[src/binary_arithmetic_encoder_defines.svh]
// ----------------------------------------------------------------------------
// Assertion macros for the binary arithmetic encoder
// Same-cycle and next-cycle implication checks on i_clk, off during reset.
// ----------------------------------------------------------------------------
`ifndef BINARY_ARITHMETIC_ENCODER_DEFINES_SVH
`define BINARY_ARITHMETIC_ENCODER_DEFINES_SVH

// Consequent must hold in the same cycle as the antecedent.
`define BAE_ASSERT_IMP(label, ante, cons) \
    label: assert property (@(posedge i_clk) disable iff (!i_rst_n) \
        (ante) |-> (cons)) else $error("bae assertion failed");

// Consequent must hold in the cycle after the antecedent.
`define BAE_ASSERT_NXT(label, ante, cons) \
    label: assert property (@(posedge i_clk) disable iff (!i_rst_n) \
        (ante) |=> (cons)) else $error("bae assertion failed");

`endif

[src/bae_pkg.sv]
// ----------------------------------------------------------------------------
// bae_pkg
// Shared types and constants of the binary arithmetic encoder.
// ----------------------------------------------------------------------------
`timescale 1ns / 1ps

package bae_pkg;

    localparam int PROB_BITS_DEF = 15;
    localparam int PROB_IN_W     = 15;
    localparam int RANGE_W       = 32;
    localparam int BYTE_W        = 8;
    localparam int CNT_W         = 3;
    localparam int Q_DEPTH_DEF   = 2;

    localparam logic [BYTE_W-1:0]  FILL_BYTE = 8'hFF;
    localparam logic [RANGE_W-1:0] ALL_ONES  = 32'hFFFF_FFFF;
    localparam logic [CNT_W-1:0]   BYTES_PER_WORD = 3'd4;
    localparam logic [CNT_W-1:0]   LAST_BYTE_LEFT = 3'd1;

    // One queued burst: bytes taken from the top of word, count of them.
    typedef struct packed {
        logic [RANGE_W-1:0] word;
        logic [CNT_W-1:0]   count;
    } t_entry;

    typedef enum logic {
        FS_IDLE,
        FS_UPDATE
    } t_front_state;

endpackage

[src/bae_front.sv]
// ----------------------------------------------------------------------------
// bae_front
// Accepts items, forms the split point, updates the range on encode items and
// pushes the emitted bytes of each item into the queue as one burst.
// ----------------------------------------------------------------------------
`timescale 1ns / 1ps

module bae_front
    import bae_pkg::*;
#(
    parameter int PROB_BITS = PROB_BITS_DEF
) (
    input  logic                 i_clk,
    input  logic                 i_rst_n,
    input  logic                 i_valid,
    output logic                 o_ready,
    input  logic                 i_op,
    input  logic                 i_bit,
    input  logic [PROB_IN_W-1:0] i_prob,
    output logic                 o_push_valid,
    output t_entry               o_push_entry,
    input  logic                 i_push_ready
);

    localparam int PW    = (PROB_BITS > PROB_IN_W) ? PROB_BITS : PROB_IN_W;
    localparam int PRODW = RANGE_W + PW;
    localparam logic [PW-1:0] PMAX = PW'((1 << PROB_BITS) - 1);

    t_front_state r_state, n_state;

    logic [RANGE_W-1:0] r_low, r_high;
    logic [RANGE_W-1:0] n_low, n_high;
    logic [PRODW-1:0]   r_prod;
    logic               r_op, r_bit;

    logic [PW-1:0]      p_ext, p_sat;
    logic [RANGE_W-1:0] span;
    logic [PRODW-1:0]   scaled;
    logic [RANGE_W-1:0] mid, up_low, up_high, diff;
    logic [CNT_W-1:0]   nbytes;
    logic               accept, done;

    assign accept  = i_valid && o_ready;
    assign o_ready = (r_state == FS_IDLE);

    assign p_ext = PW'(i_prob);
    assign p_sat = (p_ext > PMAX) ? PMAX : p_ext;
    assign span  = r_high - r_low;

    // Multiply on accept; the update finishes in FS_UPDATE once its burst is pushed.
    always_ff @(posedge i_clk) begin
        if (accept) begin
            r_prod <= PRODW'(span) * PRODW'(p_sat);
            r_op   <= i_op;
            r_bit  <= i_bit;
        end
    end

    assign scaled  = r_prod >> PROB_BITS;
    assign mid     = r_low + scaled[RANGE_W-1:0];
    assign up_high = r_bit ? mid : r_high;
    assign up_low  = r_bit ? r_low : mid + RANGE_W'(1);
    assign diff    = up_high ^ up_low;

    // Count leading byte positions where low and high agree.
    always_comb begin
        if (diff[31:24] != 8'h00) begin
            nbytes = 3'd0;
        end else if (diff[23:16] != 8'h00) begin
            nbytes = 3'd1;
        end else if (diff[15:8] != 8'h00) begin
            nbytes = 3'd2;
        end else if (diff[7:0] != 8'h00) begin
            nbytes = 3'd3;
        end else begin
            nbytes = 3'd4;
        end
    end

    always_comb begin
        case (nbytes)
            3'd0: begin
                n_high = up_high;
                n_low  = up_low;
            end
            3'd1: begin
                n_high = {up_high[23:0], FILL_BYTE};
                n_low  = {up_low[23:0], 8'h00};
            end
            3'd2: begin
                n_high = {up_high[15:0], {2{FILL_BYTE}}};
                n_low  = {up_low[15:0], 16'h0000};
            end
            3'd3: begin
                n_high = {up_high[7:0], {3{FILL_BYTE}}};
                n_low  = {up_low[7:0], 24'h000000};
            end
            default: begin
                n_high = ALL_ONES;
                n_low  = '0;
            end
        endcase
    end

    // Flush sends the whole of high and leaves the range alone.
    always_comb begin
        o_push_valid       = 1'b0;
        o_push_entry.word  = r_op ? r_high : up_high;
        o_push_entry.count = r_op ? BYTES_PER_WORD : nbytes;
        if (r_state == FS_UPDATE) begin
            o_push_valid = r_op || (nbytes != 3'd0);
        end
    end

    assign done = (r_state == FS_UPDATE) && (!o_push_valid || i_push_ready);

    always_ff @(posedge i_clk) begin
        if (!i_rst_n) begin
            r_state <= FS_IDLE;
        end else begin
            r_state <= n_state;
        end
    end

    always_comb begin
        n_state = r_state;
        case (r_state)
            FS_IDLE: begin
                if (accept) n_state = FS_UPDATE;
            end
            FS_UPDATE: begin
                if (done) n_state = FS_IDLE;
            end
            default: n_state = FS_IDLE;
        endcase
    end

    always_ff @(posedge i_clk) begin
        if (!i_rst_n) begin
            r_low  <= '0;
            r_high <= ALL_ONES;
        end else if (done && !r_op) begin
            r_low  <= n_low;
            r_high <= n_high;
        end
    end

endmodule

[src/bae_queue.sv]
// ----------------------------------------------------------------------------
// bae_queue
// Short first-in first-out queue of byte bursts between front and back.
// ----------------------------------------------------------------------------
`timescale 1ns / 1ps

module bae_queue
    import bae_pkg::*;
#(
    parameter int DEPTH = Q_DEPTH_DEF
) (
    input  logic   i_clk,
    input  logic   i_rst_n,
    input  logic   i_push_valid,
    input  t_entry i_push_entry,
    output logic   o_push_ready,
    output logic   o_pop_valid,
    output t_entry o_pop_entry,
    input  logic   i_pop
);

    localparam int AW = (DEPTH > 1) ? $clog2(DEPTH) : 1;
    localparam int CW = $clog2(DEPTH + 1);

    t_entry          r_mem [DEPTH];
    logic [AW-1:0]   r_wr, r_rd;
    logic [CW-1:0]   r_count;
    logic            push, pop;

    assign o_push_ready = (r_count != CW'(DEPTH));
    assign o_pop_valid  = (r_count != '0);
    assign o_pop_entry  = r_mem[r_rd];
    assign push         = i_push_valid && o_push_ready;
    assign pop          = i_pop && o_pop_valid;

    always_ff @(posedge i_clk) begin
        if (push) r_mem[r_wr] <= i_push_entry;
    end

    always_ff @(posedge i_clk) begin
        if (!i_rst_n) begin
            r_wr    <= '0;
            r_rd    <= '0;
            r_count <= '0;
        end else begin
            if (push) begin
                r_wr <= (r_wr == AW'(DEPTH - 1)) ? '0 : r_wr + AW'(1);
            end
            if (pop) begin
                r_rd <= (r_rd == AW'(DEPTH - 1)) ? '0 : r_rd + AW'(1);
            end
            if (push && !pop) begin
                r_count <= r_count + CW'(1);
            end else if (pop && !push) begin
                r_count <= r_count - CW'(1);
            end
        end
    end

endmodule

[src/bae_back.sv]
// ----------------------------------------------------------------------------
// bae_back
// Takes bursts from the queue and sends their bytes one per transfer,
// most significant first, marking the last byte of each burst.
// ----------------------------------------------------------------------------
`timescale 1ns / 1ps

module bae_back
    import bae_pkg::*;
(
    input  logic              i_clk,
    input  logic              i_rst_n,
    input  logic              i_pop_valid,
    input  t_entry            i_pop_entry,
    output logic              o_pop,
    output logic              o_valid,
    input  logic              i_ready,
    output logic [BYTE_W-1:0] o_byte,
    output logic              o_last
);

    logic [RANGE_W-1:0] r_word;
    logic [CNT_W-1:0]   r_left;
    logic               r_busy;
    logic               xfer, finish;

    assign o_valid = r_busy;
    assign o_byte  = r_word[RANGE_W-1 -: BYTE_W];
    assign o_last  = (r_left == LAST_BYTE_LEFT);
    assign xfer    = r_busy && i_ready;
    assign finish  = xfer && o_last;
    assign o_pop   = i_pop_valid && (!r_busy || finish);

    always_ff @(posedge i_clk) begin
        if (o_pop) begin
            r_word <= i_pop_entry.word;
        end else if (xfer) begin
            r_word <= {r_word[RANGE_W-BYTE_W-1:0], BYTE_W'(0)};
        end
    end

    always_ff @(posedge i_clk) begin
        if (!i_rst_n) begin
            r_busy <= 1'b0;
            r_left <= '0;
        end else if (o_pop) begin
            r_busy <= 1'b1;
            r_left <= i_pop_entry.count;
        end else if (xfer) begin
            // drop out of busy once the last byte is taken
            r_busy <= !o_last;
            r_left <= r_left - CNT_W'(1);
        end
    end

endmodule

[src/binary_arithmetic_encoder.sv]
// ----------------------------------------------------------------------------
// binary_arithmetic_encoder
// Path: an item is registered as product and state in the front, as a burst
// in the queue, then as the back's word, whose busy flag makes its byte valid.
// Throughput: a new item waits for the multiply then update loop on the range
// registers and push of the last; one byte per cycle while receiver is ready.
// Reset: range low 0, range high all ones, queue and output empty.
// ----------------------------------------------------------------------------
`timescale 1ns / 1ps

`include "binary_arithmetic_encoder_defines.svh"

module binary_arithmetic_encoder
    import bae_pkg::*;
#(
    parameter int PROB_BITS = PROB_BITS_DEF,
    parameter int Q_DEPTH   = Q_DEPTH_DEF
) (
    input  logic        i_clk,
    input  logic        i_rst_n,
    input  logic        s_axis_tvalid,
    output logic        s_axis_tready,
    input  logic [15:0] s_axis_tdata,   // [0] bit_req, [15:1] prob_one
    input  logic        s_axis_tuser,   // [0] op
    output logic        m_axis_tvalid,
    input  logic        m_axis_tready,
    output logic [7:0]  m_axis_tdata,   // [7:0] out_byte
    output logic        m_axis_tlast    // last_of_run
);

    logic   push_valid, push_ready, pop_valid, pop;
    t_entry push_entry, pop_entry;

    bae_front #(
        .PROB_BITS(PROB_BITS)
    ) u_front (
        .i_clk        (i_clk),
        .i_rst_n      (i_rst_n),
        .i_valid      (s_axis_tvalid),
        .o_ready      (s_axis_tready),
        .i_op         (s_axis_tuser),
        .i_bit        (s_axis_tdata[0]),
        .i_prob       (s_axis_tdata[15:1]),
        .o_push_valid (push_valid),
        .o_push_entry (push_entry),
        .i_push_ready (push_ready)
    );

    bae_queue #(
        .DEPTH(Q_DEPTH)
    ) u_queue (
        .i_clk        (i_clk),
        .i_rst_n      (i_rst_n),
        .i_push_valid (push_valid),
        .i_push_entry (push_entry),
        .o_push_ready (push_ready),
        .o_pop_valid  (pop_valid),
        .o_pop_entry  (pop_entry),
        .i_pop        (pop)
    );

    bae_back u_back (
        .i_clk       (i_clk),
        .i_rst_n     (i_rst_n),
        .i_pop_valid (pop_valid),
        .i_pop_entry (pop_entry),
        .o_pop       (pop),
        .o_valid     (m_axis_tvalid),
        .i_ready     (m_axis_tready),
        .o_byte      (m_axis_tdata),
        .o_last      (m_axis_tlast)
    );

    `BAE_ASSERT_NXT(a_busy_after_accept, s_axis_tvalid && s_axis_tready, !s_axis_tready)
    `BAE_ASSERT_NXT(a_push_held, push_valid && !push_ready, push_valid && $stable(push_entry))
    `BAE_ASSERT_IMP(a_push_count, push_valid, push_entry.count != '0 && push_entry.count <= BYTES_PER_WORD)
    `BAE_ASSERT_IMP(a_pop_needs_data, pop, pop_valid)

endmodule

[config.mk]
export PLATFORM = sky130hd
export DESIGN_NAME = binary_arithmetic_encoder
export DESIGN_NICKNAME = d
export VERILOG_FILES = /design/src/bae_pkg.sv /design/src/bae_front.sv /design/src/bae_queue.sv /design/src/bae_back.sv /design/src/binary_arithmetic_encoder.sv
export VERILOG_INCLUDE_DIRS = /design/src /design/src/src
export SDC_FILE = /design/constraint.sdc
export NUM_CORES = 2
export LEC_CHECK = 0
export BUFFER_PORTS_ARGS = -buffer_cell sky130_fd_sc_hd__buf_2
export CELL_PAD_IN_SITES_DETAIL_PLACEMENT = 1
export CELL_PAD_IN_SITES_GLOBAL_PLACEMENT = 1
export CORE_ASPECT_RATIO = 0.75
export CORE_MARGIN = 2
export CORE_UTILIZATION = 50
export DETAILED_ROUTE_END_ITERATION = 10
export MAX_ROUTING_LAYER = met4
export PLACE_DENSITY_LB_ADDON = 0.25
export SYNTH_ARGS = -nofsm -noshare
export SYNTH_HDL_FRONTEND = slang
export SYNTH_HIERARCHICAL = 1
export SYNTH_SLANG_ARGS = --single-unit
[constraint.sdc]
create_clock -name i_clk -period 10.6 [get_ports i_clk]
set_clock_uncertainty 0.05 [all_clocks]
set_input_delay 1.06 -clock i_clk [delete_from_list [all_inputs] [get_ports i_clk]]
set_output_delay 1.06 -clock i_clk [all_outputs]
set_load 0.01 [all_outputs]
# Word-level counts from Yosys, hierarchy flattened
# Memories as Yosys holds them, arrays and structs flattened. A register that Yosys moved wholly into a read port is not among the register bits.
# Cells that the tools add are included.
# word_totals
ff_bits	154
ram_bits	70
input_bits	21
out_inout_bits	11
wordCells	87
mem_count	1
# classes
n_addsub	8
multipliers	1
order_cmp	1
eq_ne	5
n_mux	29
bitwise	2
reduce_logical	28
# memory_table
name	words	word_bits	rd	rd_clocked_by_memory_dff	write_ports	line	text
u_queue.r_mem	2	35	1	1	1	bae_queue.sv:25	t_entry r_mem [DEPTH];
# op_table
cell	n
$pmux 32 s4	2
$mux 32	5
$mul 32x15->47	1
$add 32x1->32 const B	1
$add 32x32->32	1
$reduce_bool 8->1	4
$sub 32x32->32	1
$xor 32x32->32	1
$mux 3	7
$gt 15x15->1 const B	1
$mux 15	1
$mux 1	11
$logic_and 1x1->1	10
$eq 3x1->1 const B	2
$eq 3x2->1 const B	2
$logic_not 1->1	6
$reduce_bool 2->1	3
$mux 2	2
$logic_not 3->1	1
$logic_or 1x1->1	3
$reduce_bool 3->1	1
$sub 3x1->3 const B	1
$add 1x1->1 const B	2
$add 2x1->2 const B	1
other kinds (4)	4

# Logic depth before layout (Yosys ltp)
# logic_depth
ltp_word	17
depth_mapped	41
mapped_depth_nobuf	41

# Hierarchy
# The synthesis kept the hierarchy.
# by_module_without_submodules
module	n_inst	cells_each	area_each_um2	seq_area_each_um2
bae_front	1	2978	25341.8	2322.2
bae_queue	1	133	2766.4	2202.1
bae_back	1	113	1765.4	1041.0

# Worst setup path before layout
# Ideal clock, no wire load.
# synth_path
path_kind	register to register
start	reg u_front.r_low[0]
end	reg u_front.r_prod[46], data pin
setup_time_ns	0.266
arrival_time_ns	9.107
required_time_ns	10.284
slack_ns	1.176
stages_incl_launch_ff	41
path_buffers	0
period_less_slack_ns	9.424
path_cell_list	dfxtp_1 > ha_1 > inv_1 > fa_1 > a21o_1 > a21oi_1 > o21bai_1 > a31oi_1 > o22ai_1 > o41ai_1 > o211ai_1 > o311ai_0 > o21ai_0 > o21ai_0 > nand2b_1 > xor2_1 > and2_1 > fa_1 > [... 5 more ...] > fa_1 > inv_1 > fa_1 > inv_1 > ha_1 > nand4_1 > or2_2 > o21a_1 > a21oi_1 > o31a_1 > o211ai_1 > a31oi_1 > a22oi_1 > o31ai_1 > a21o_1 > o21ai_0 > a21oi_1 > a31oi_1
# synth_via
elab_chain_len	2
# synth_rtl
element	line	text
from (decl)	bae_front.sv:31	logic [RANGE_W-1:0] r_low, r_high;
from (signal assigned)	bae_front.sv:143	r_low <= n_low;
$sub 32x32->32	bae_front.sv:48	assign span = r_high - r_low;
$mul 32x15->47	bae_front.sv:53	r_prod <= PRODW'(span) * PRODW'(p_sat);
to (signal assigned)	bae_front.sv:53	
to (decl)	bae_front.sv:33	logic [PRODW-1:0] r_prod;
# No other way between the ends.
# A chain may end at the register's enable or synchronous reset.

# Worst setup path after layout
# layout_path
start	reg u_front.r_low[1]
end	reg u_front.r_prod[46], data pin
# The elaborated chain is that of the path after synthesis.

==> impl_metrics.tcl <==
set metrics [dict create \
    die_h_um 215.7 \
    cts_buffers 23 \
    syn_inst 3224 \
    first_iter_violations 1945 \
    ys_seq_area_share_pct 18.63 \
    avgSynthCellArea_um2 9.266 \
    min_path_type "register to register" \
    synth-main-ff-cell "edfxtp_1" \
    initial_utilization_pct 50.67 \
    cts-root-buf "clkbuf_16" \
    cts_tree "built" \
    path_class "register to register" \
    crit_fanout 5 \
    highest_layer "met4" \
    relSlewSlack_pct 6.578 \
    r2r_setup_slack_ns 0.53 \
    arrival_ns 10.33 \
    drive_above_1_share_pct 9.259 \
    grt_pass1_vias 26271 \
    insertion_delay_ns 0.57 \
    wl_met3_um 5834 \
    die-area_mm2 0.06174 \
    grtUsageTotal_pct 33.32 \
    tightest_slew_ns 1.387 \
    io_buffers 31 \
    via_per_inst 5.998 \
    required_ns 10.86 \
    synthArstFlopShare_pct 0 \
    fmax_ghz 0.09926 \
    cp_top_family "compound AO/OA/AOI/OAI gates" \
    cts_buffer_depth 3 \
    slowest_stage "fa_1" \
    overflow 0 \
    cts.clk_slew.worst_paths_ns 0.07 \
    setup_viol 0 \
    nets 3753 \
    fillCellCount 6749 \
    area_growth_pct 5.503 \
    synth_warnings 6 \
    antenna_found_initial 6 \
    path_common_cell "fa_1" \
    clock-sinks 210 \
    ctsHtreeMaxLevel 1 \
    drt-met1-wl_um 42490 \
    reg2reg_to "u_front/r_prod[46]" \
    gp_congestion 0.9513 \
    dp_worst_setup_slack_ns -0.4356 \
    wirelength_um 98090 \
    startpoint "u_front/r_low[1]" \
    boundaryPins 32 \
    r2r_start "u_front/r_low[1]" \
    grt_max_degree 73 \
    r2r_cells 41 \
    via_count 23867 \
    crit_end "u_front/r_prod[46]" \
    synth_area_mm2 0.02987 \
    cp_slowest_stage_delay_ns 0.56 \
    core_area_mm2 0.05896 \
    critPathLaunchType "register" \
    grt_pass1_wl_um 153800 \
    hold_viol_final 0 \
    final_max_slew_viol_count 0 \
    rows 77 \
    status "finished clean" \
    dr_wl_met2_um 46900 \
    cts_hold_buf 0 \
    synth-seq-cells 210 \
    timing.final.crit_share_pct 95.04 \
    synth_nets 3808 \
    drt.antenna.violating_nets 0 \
    drtPass1Iterations 5 \
    routedWlPerCell_um 24.65 \
    ys_types 116 \
    die_x_um 286.2 \
    synth_enable_flop_cells 136 \
    crit_path_end_kind "register" \
    critical_path_depth 41 \
    maxCapViolCount 0 \
    setup_ws_ns 0.5252 \
    path_buf_inv 6 \
    dp_hpwl_um 76610 \
    finalCriticalPeriod_ns 10.07 \
    hold_path_startpoint "u_front/r_low[4]" \
    drc 0 \
]
-- cell families after synthesis --
logic type               share of synthesized area [%]
flip-flops                                       18.63
multiplexers                                     4.737
buffers and inverters                            8.293
AND/OR/NAND/NOR                                  18.75
XOR/XNOR                                         4.708
adder cells (fa/ha/maj)                          33.39
AO/OA/AOI/OAI                                    11.50
-- cells in the final DEF, fill, tap and decap left out, drive strengths merged, types with 10 or more instances in the layout --
master	n
xor2	40
and2	278
nor4	10
o211ai	27
o21ai	122
mux2	87
nor2	135
o22ai	14
clkbuf	34
nor2b	38
nand3	50
or3	11
xnor2	111
inv	440
o21a	21
buf	95
and3	32
or2	10
o311ai	13
a211oi	13
dfxtp	74
fa	389
ha	174
a21oi	110
a22oi	11
a21boi	10
nand2	347
nor3	46
mux2i	36
nand4	30
a21o	37
edfxtp	136
nand2b	26
-- per-stage QoR --
stage	hold WS (ns)	util, %	cell area, um^2	std cells	setup TNS [ns]
after floorplan	0.4061	-	29870	3224	0
after detailed placement	0.4380	51.96	30640	3926	-1.903
final	0.4823	53.45	31520	3979	0
after CTS	0.4696	53.26	31400	3969	0
after global placement	0.4283	51.96	30640	3926	0
after global routing	0.4834	53.45	31520	3978	-0.04022
-- worst min path at each step --
| stage | endpoint | slack [ns] | cells after the start |
|---|---|---|---|
| after floorplan | u_back/r_left[2] | 0.41 | 2 |
| after global placement | u_back/r_left[2] | 0.43 | 2 |
| after detailed placement | u_back/r_left[2] | 0.44 | 2 |
| after CTS | u_front/r_low[4] | 0.47 | 2 |
| after global routing | u_front/r_low[4] | 0.48 | 2 |
| final | u_front/r_low[4] | 0.48 | 2 |
-- synthesized netlist by cell type, types with 20 or more instances --
cell      count  share of area [%]
fa_1        389                 26
ha_1        174                7.3
nand2_1     345                4.3
nor2b_1      38               0.80
nand3_1      47               0.79
and2_1      277                5.8
mux2_4       20                1.0
o21ai_1      23               0.39
mux2_2       67                2.5
xnor2_1     110                3.2
clkbuf_1    120                1.5
inv_1       438                5.5
dfxtp_1      74                5.0
buf_4        21               0.53
xor2_1       39                1.1
mux2i_1      36                1.2
nand2b_1     24               0.50
and3_1       32               0.67
o211ai_1     25               0.63
edfxtp_1    136                 14
o21ai_0      96                1.6
a21o_1       37               0.93
nor3_1       43               0.72
nand4_1      27               0.57
nor2_1      135                1.7
buf_2        22               0.37
o21a_1       21               0.53
a21oi_1     108                1.8
-- cell type report --
type,instances,area (um^2),share of cell area (%)
inverters,440,1652,5.240
repair buffers,95,635.6,2.017
diodes,3,7.507,0.02382
multi-input cells,2399,21930,69.58
clock inverters,8,58.81,0.1866
clock buffers,34,678.2,2.152
flip-flops and latches,210,5567,17.66
well taps,790,988.4,3.136
-- what timing repair did --
item                                    CTS  global route
buffers inserted                          1             7
endpoints found under the setup margin    7            11
pin swaps                                 1             8
endpoints found under the hold margin     0             0
resized for setup                         4            14
-- routing by layer --
metal,GRT usage [%],vias up
li1,-,10520
met1,44.43,12382
met2,54.21,818
met3,3.943,147
met4,8.517,0
met5,-,-
-- worst register-to-register path: cells and delay by family (launching register included) --
family	cells	cell delay [ns]
AOI/OAI and AO/OA	20	3.90
adders and majority gates	8	3.70
and+or+nand+nor	6	1.07
buffers and inverters	6	0.53
DFF	1	0.42
xor gates and xnor gates	1	0.16
-- state kept, by name, indices dropped and copies added, names as in the netlist, named ones only --
| name | count |
|---|---|
| u_back/r_left | 3 |
| u_queue/r_mem | 70 |
| u_front/r_bit | 1 |
| u_front/r_low | 32 |
| u_queue/r_count | 2 |
| u_queue/r_rd | 1 |
| u_back/o_valid | 1 |
| u_queue/r_wr | 1 |
| u_back/r_word | 32 |
| u_front/r_state | 1 |
| u_front/r_op | 1 |
| u_front/r_prod | 32 |
| u_front/r_high | 32 |
Power is not shown: default switching activity piles up to over one toggle a cycle in this logic, so the estimate is an artifact.
